### config.mk
export PLATFORM = sky130hd
export DESIGN_NAME = gfm_stage
export DESIGN_NICKNAME = d
export VERILOG_FILES = /design/src/rtl/core/gfm_pkg.sv /design/src/rtl/core/gfm_stage.sv
export SDC_FILE = /design/constraint.sdc
export NUM_CORES = 1
export LEC_CHECK = 0
export ABC_AREA = 1
export BUFFER_PORTS_ARGS = -buffer_cell sky130_fd_sc_hd__buf_2
export CAP_MARGIN = 20
export CORE_AREA = 2 2 224 226
export CTS_CLUSTER_DIAMETER = 50
export CTS_CLUSTER_SIZE = 20
export DETAILED_ROUTE_END_ITERATION = 7
export DIE_AREA = 0 0 226 228
export MAX_ROUTING_LAYER = met4
export SYNTH_ARGS = -nofsm -noshare
export SYNTH_HDL_FRONTEND = slang
export SYNTH_SLANG_ARGS = --single-unit
### constraint.sdc
create_clock -name clk -period 0.8 [get_ports clk]
set_clock_uncertainty 0.15 [all_clocks]
set_input_delay 0.2 -clock clk [delete_from_list [all_inputs] [get_ports clk]]
set_output_delay 0.2 -clock clk [all_outputs]
set_load 0.02 [all_outputs]
### src/rtl/core/gfm_pkg.sv
// shared constants and helpers for the GF(2^n) multiplier
// no dependencies
`default_nettype none

package gfm_pkg;

    // fixed port widths
    localparam int FIELD_W   = 63;
    localparam int DEGREE_W  = 6;
    localparam int CFG_IDX_W = 2;

    // shift-and-add steps folded into one pipeline stage
    localparam int STAGE_STEPS = 4;

    // register map
    localparam logic [CFG_IDX_W-1:0] REG_FIELD_DEGREE = 2'd0;
    localparam logic [CFG_IDX_W-1:0] REG_REDUCTION    = 2'd1;

    // reset configuration: GF(2^8), x^8+x^4+x^3+x+1
    localparam logic [DEGREE_W-1:0] RESET_DEGREE    = 6'd8;
    localparam logic [FIELD_W-1:0]  RESET_REDUCTION = 63'd27;

    // cycles from an accepted start to the done strobe
    function automatic int pipe_latency(input int max_degree);
        return 1 + (max_degree + STAGE_STEPS - 1) / STAGE_STEPS;
    endfunction

endpackage

`default_nettype wire

### src/rtl/core/gfm_stage.sv
// one pipeline stage of the multiplier: STAGE_STEPS shift-and-add steps
// with conditional reduction; uses gfm_pkg
`default_nettype none

module gfm_stage #(
    parameter int DATA_W = 63
) (
    input  wire logic              clk,
    input  wire logic              rst_n,
    input  wire logic [DATA_W-1:0] mask,
    input  wire logic [DATA_W-1:0] top_bit,
    input  wire logic [DATA_W-1:0] poly,
    input  wire logic              in_valid,
    input  wire logic [DATA_W-1:0] in_a,
    input  wire logic [DATA_W-1:0] in_mult,
    input  wire logic [DATA_W-1:0] in_acc,
    output logic                   out_valid,
    output logic      [DATA_W-1:0] out_a,
    output logic      [DATA_W-1:0] out_mult,
    output logic      [DATA_W-1:0] out_acc
);

    logic              valid_reg;
    logic [DATA_W-1:0] a_reg;
    logic [DATA_W-1:0] mult_reg;
    logic [DATA_W-1:0] acc_reg;
    logic [DATA_W-1:0] a_next;
    logic [DATA_W-1:0] mult_next;
    logic [DATA_W-1:0] acc_next;

    always_comb
    begin
        logic carry;
        a_next    = in_a;
        mult_next = in_mult;
        acc_next  = in_acc;
        for (int s = 0; s < gfm_pkg::STAGE_STEPS; s++)
        begin
            if (a_next[0])
            begin
                acc_next = acc_next ^ mult_next;
            end
            carry     = |(mult_next & top_bit);
            mult_next = (mult_next << 1) & mask;
            if (carry)
            begin
                mult_next = mult_next ^ poly;
            end
            a_next = a_next >> 1;
        end
    end

    always_ff @(posedge clk or negedge rst_n)
    begin
        if (!rst_n)
        begin
            valid_reg <= 1'b0;
        end
        else
        begin
            valid_reg <= in_valid;
        end
    end

    // payload carries no reset
    always_ff @(posedge clk)
    begin
        a_reg    <= a_next;
        mult_reg <= mult_next;
        acc_reg  <= acc_next;
    end

    assign out_valid = valid_reg;
    assign out_a     = a_reg;
    assign out_mult  = mult_reg;
    assign out_acc   = acc_reg;

endmodule

`default_nettype wire

# --- Word level (Yosys, flattened, before mapping) ---
# Cells that the tools add are included.
word_totals:
  register_bits: 186
  out_inout_bits: 190
classes:
  bitwise_logic: 16
  n_mux: 8
  reduce_logical: 4
op_table:
  columns: ["op", "n"]
  rows:
  - ["$and 63x63->63", 8]
  - ["$mux 63", 8]
  - ["$xor 63x63->63", 8]
  - ["$reduce_or 63->1", 4]

# --- Logic depth before layout (Yosys ltp) ---
depth:
  ltp_word: 12
  ltp_mapped: 43

# --- Worst setup path after synthesis ---
# OpenSTA, ideal clock, no wires.
synth_path:
  kind: "input port to flip-flop"
  from: "in top_bit[45]"
  to: "reg mult_reg[12], in the netlist out_mult[12]"
  required_ns: 0.533
  path_buffers: 8
  path_slack_ns: -3.675
  arrival_time_ns: 4.208
  path_stages: 40
  cell_sequence: "nand2_1 -> nand2_1 -> nor2_1 -> nand2_1 -> nor2_1 -> nand2_2 -> nor2_4 -> buf_6 -> buf_4 -> nand2_1 -> nand3_1 -> nand2_1 -> nor2_1 -> nand2_1 -> nor2_1 -> nand2_1 -> buf_4 -> nor2_8 -> [4 not listed] -> nand2_1 -> nor2_1 -> nand2_1 -> nor2_1 -> nand2_2 -> nor2_4 -> buf_4 -> buf_4 -> nand2_1 -> nand3_1 -> nand2_1 -> nor2_1 -> nand2_1 -> nor2_2 -> nand2_4 -> buf_1 -> o21ai_1 -> nand2_1"
synth_via:
  elab_chain_cells: 12
  word_cells_on_any_way: 18
synth_rtl:
  columns: ["element", "line_no", "rtl"]
  rows:
  - ["from (decl)", "gfm_stage.sv:11", "input wire logic [DATA_W-1:0] top_bit,"]
  - ["$and 63x63->63", "gfm_stage.sv:43", "carry = |(mult_next & top_bit);"]
  - ["$reduce_or 63->1", "gfm_stage.sv:43", null]
  - ["$mux 63", "gfm_stage.sv:45", "if (carry)"]
  - ["$and 63x63->63 (on tied branches)", "gfm_stage.sv:43, gfm_stage.sv:44", null]
  - ["$reduce_or 63->1 / $xor 63x63->63 (equally long branches)", "gfm_stage.sv:43, gfm_stage.sv:47", null]
  - ["$mux 63", "gfm_stage.sv:45", null]
  - ["$and 63x63->63 (on tied branches)", "gfm_stage.sv:43, gfm_stage.sv:44", null]
  - ["$reduce_or 63->1 / $xor 63x63->63 (equally long branches)", "gfm_stage.sv:43, gfm_stage.sv:47", null]
  - ["$mux 63", "gfm_stage.sv:45", null]
  - ["$and 63x63->63 (on tied branches)", "gfm_stage.sv:43, gfm_stage.sv:44", null]
  - ["$reduce_or 63->1 / $xor 63x63->63 (equally long branches)", "gfm_stage.sv:43, gfm_stage.sv:47", null]
  - ["$mux 63 *", "gfm_stage.sv:45", null]
  - ["via mult_next[12]", "gfm_stage.sv:28", "logic [DATA_W-1:0] mult_next;"]
  - ["to (signal assigned)", "gfm_stage.sv:69", "mult_reg <= mult_next;"]
  - ["to (decl)", "gfm_stage.sv:25", "logic [DATA_W-1:0] mult_reg;"]
# The timed path passes the listed nets; every way through them passes the cells marked *.

# --- Final worst setup path ---
layout_path:
  from: "in in_mult[53]"
  to: "reg mult_reg[27], in the netlist out_mult[27]"
layout_via:
  elab_chain_cells: 12
  word_cells_on_any_way: 20
layout_rtl:
  columns: ["element", "line_no", "rtl"]
  rows:
  - ["from (decl)", "gfm_stage.sv:15", "input wire logic [DATA_W-1:0] in_mult,"]
  - ["$and 63x63->63 (on tied branches)", "gfm_stage.sv:43, gfm_stage.sv:44", null]
  - ["$reduce_or 63->1 / $xor 63x63->63 (equally long branches)", "gfm_stage.sv:43, gfm_stage.sv:47", null]
  - ["$mux 63 *", "gfm_stage.sv:45", null]
  - ["$and 63x63->63 (on tied branches)", "gfm_stage.sv:43, gfm_stage.sv:44", null]
  - ["$reduce_or 63->1 / $xor 63x63->63 (equally long branches)", "gfm_stage.sv:43, gfm_stage.sv:47", null]
  - ["$mux 63 *", "gfm_stage.sv:45", null]
  - ["$and 63x63->63 (on tied branches)", "gfm_stage.sv:43, gfm_stage.sv:44", null]
  - ["$reduce_or 63->1 / $xor 63x63->63 (equally long branches)", "gfm_stage.sv:43, gfm_stage.sv:47", null]
  - ["$mux 63 *", "gfm_stage.sv:45", null]
  - ["$and 63x63->63 (on tied branches)", "gfm_stage.sv:43, gfm_stage.sv:44", null]
  - ["$reduce_or 63->1 / $xor 63x63->63 (equally long branches)", "gfm_stage.sv:43, gfm_stage.sv:47", null]
  - ["$mux 63 *", "gfm_stage.sv:45", null]
  - ["via mult_next[27]", "gfm_stage.sv:28", null]
# Marks and branches as above.

==> flow_summary.toml <==
[status]
outcome = "finished with violations"
violations = "hold timing, setup timing"

[cells_and_area]
layout.nets = 4222
layout.cells.non_filler = 4537
multi_input_comb_area_mm2 = 0.0143
nFillCells = 4426
syn_to_final_growth_pct = 90.7
drive_above_1_share_pct = 48.9
seqCellArea_mm2 = 0.00375

[sta]
setup_ws_ns = -4.22
fin_crit_ns = 5.02
slew_headroom_pct = 65.7
worst_pin_slew_ns = 0.512
hold_ws_ns = -0.0467
max_freq_mhz = 199
drv_slew = 0
hold_viol_final = 21
setup_viol = 313
grt_setup_unrepaired = "yes"
period_share_pct = 628

[synthesis]
synth.most_common_cell = "nand2_1"
synth_area_leader_cell = "nand2_1"
netlist_instances = 2513
synth.avg_cell_area_um2 = 6.40
synth_compound_area_share_pct = 4.54
seq_area_frac_synth_pct = 23.2
synthArstFlopShare_pct = 0.538
ys_types = 24
synth_top_family_by_area = "simple AND/OR/NAND/NOR gates"
synth-seq-cells = 186
netlist_area_mm2 = 0.0161
synth_xor_area_share_pct = 27.2
synthAdderAreaFrac_pct = 0
ys_top_cells_by_count = "nand2_1, xor2_1, nand3_1"
yosys_most_used_dff = "dfxtp_1"
synth-simple-area-share_pct = 41.1
synth_edf_count = 0
synthTopCellsByArea = "nand2_1, dfxtp_1, xor2_1"
yosysTopAreaCellShare_pct = 23.7
muxShareOfSynthArea_pct = 0
ys_warn_count = 0

[power]
p_sw_share_pct = 40.9
power_density_mw_per_mm2 = 1430
power.net_switching_uw = 17900
pwr-share-comb_pct = 51.0
power_uw = 43900
leakage_uw = 0.0152
vdd_drop_max_mv = 1.57
cellInternalPower_uw = 25900
power_frac_seq_pct = 26.9
clockPowerShare_pct = 22.0

[clock_tree]
root_buffer = "clkbuf_16"
ctsHoldBuffers = 62
cts.clk_slew.worst_paths_ns = 0.09
cts_buffer_depth = 2
htree_levels = 4
cts_tree = "done"
numCtsBuffers = 17
clkSinkCount = 186

[routing]
vias_per_cell = 4.86
wirelength_mm = 85.5
wl_per_cell_um = 18.9
first_pass_iters = 5
dr_total_vias = 22100
ant_nets = 0
drc = 0
first_iter_violations = 1419

[floorplanning]
dieArea_mm2 = 0.0515
rows = 82
coreArea_mm2 = 0.0493
ios = 571
start_util_pct = 32.6
fp.dieW_um = 226
die_y_um = 228

[critical_path]
critPathRequiredTime_ns = 1.11
end_kind = "register"
cpMaxStageDelayCell = "nor2_4"
critical_path.startpoint = "in_mult[53]"
cp_max_fo = 7
critPathLaunchType = "input port"
crit_path_max_incr_delay_ns = 0.17
crit_top_cell = "nand2_2"
critPathKind = "input port to register"
arrival_ns = 5.33

[placed_design]
gp_congestion = 0.986
dp.cells = 4367
hpwl_mm = 61.9
port_buffers = 565

[worst_hold_path]
hold_path_class = "input port to register"
min-delay-start = "poly[57]"

[flow_run]
drv_cap = 0

[grt]
grt_pass1_wl_mm = 124
grt-ovfl-total = 0
grt_antenna_before_repair = 11
grt_use_total_pct = 33.1
grt_max_degree = 35
grt_pass1_vias = 21600
cell families (layout without fill, tap and decap cells):
family          count (synthesis)  count (layout)
xor+xnor                      500             500
other cells                     1              15
compound gates                146             146
simple gates                 1544            1544
flops                         186             186
buf+inv                       136            1474
flip-flops by register name (all words and copies together) (netlist names):
signal,flops
out_mult,63
out_a,59
out_valid,1
out_acc,63
worst max-delay path: cells and delay by family:
| family | cells | cell delay (ns) |
|---|---|---|
| and+or+nand+nor | 33 | 3.09 |
| buffers and inverters | 15 | 2.00 |
layer usage:
metal  global-route usage, %  share of wire (%)  up-vias
met5                       -                  0        -
met4                    19.0                6.0        0
met3                    5.47                6.9      231
met2                    54.7                 48      963
met1                    37.8                 39    10200
li1                        -                  -    10600
stage by stage:
step	setup slack [ns]	setup TNS [ns]	hold slack (ns)	area (um^2)	utilization (%)
global route	-4.48	-607.83	-0.0238	30700	62.2
finish	-4.22	-573.34	-0.0467	30700	62.2
CTS	-4.04	-562.67	-0.0790	29500	59.7
detailed placement	-5.38	-620.91	-0.169	25100	50.8
global placement	-5.40	-625.56	-0.174	25100	50.8
floorplan	-3.58	-408.01	-0.246	16300	-
cell type report:
cell class                      count  share of cell area (%)
Inverter                           43                   0.591
Sequential cell                   186                    12.2
Clock buffer                       17                    1.39
Antenna cell                       11                  0.0897
Timing Repair Buffer             1399                    35.8
Clock inverter                     15                   0.718
Multi-Input combinational cell   2194                    46.4
Tap cell                          672                    2.74
worst paths after layout:
check,to,slack (ns),depth (start not counted)
setup / recovery,out_mult[27],-4.22,48
hold / removal,out_mult[57],-0.05,5
max in group asynchronous,out_valid,0,3
min in group asynchronous,out_valid,0.38,3
power groups by stage:
stage | clock network, uW | logic (uW) | registers, uW
2_1_floorplan | 0 | 7690 | 14100
3_3_place_gp | 0 | 19100 | 11900
3_5_place_dp | 0 | 19100 | 11900
4_1_cts | 9930 | 21200 | 11800
5_1_grt | 10200 | 23900 | 11900
6_report | 9670 | 22400 | 11800
what timing repair did:
item                                    4_1_cts  5_1_grt
hold endpoints to repair                    118       12
gates resized for setup                     593      316
buffers inserted                             48       12
endpoints found under the setup margin      312      313
pin swaps                                   163      146
gates cloned                                 20        3
placed cells by master (no fill, tap or decap), types with 5 or more instances in the layout:
cell / Yosys / routed
nor2_4: 2 / 31
xnor2_1: 217 / 190
dlygate4sd3_1: 0 / 62
xnor2_2: 0 / 20
buf_6: 4 / 110
buf_4: 23 / 631
xor2_1: 283 / 280
nor2_1: 99 / 35
o21ai_4: 0 / 8
and3_1: 58 / 58
o21ai_0: 97 / 63
clkinv_8: 0 / 5
nand3_4: 0 / 23
nor2_2: 2 / 37
buf_12: 0 / 56
o21ai_2: 0 / 22
dfxtp_1: 185 / 172
nand2_1: 1016 / 734
xnor2_4: 0 / 7
buf_2: 12 / 508
inv_12: 0 / 6
nand3_2: 0 / 58
clkbuf_16: 0 / 20
buf_8: 0 / 12
inv_2: 4 / 5
dfxtp_2: 0 / 10
nand3_1: 242 / 161
nand2_2: 3 / 200
o21ai_1: 49 / 53
buf_16: 0 / 16
diode_2: 0 / 11
inv_1: 39 / 36
nand2_4: 1 / 83
and2_1: 119 / 119
Power figures use the tool's default switching activity.
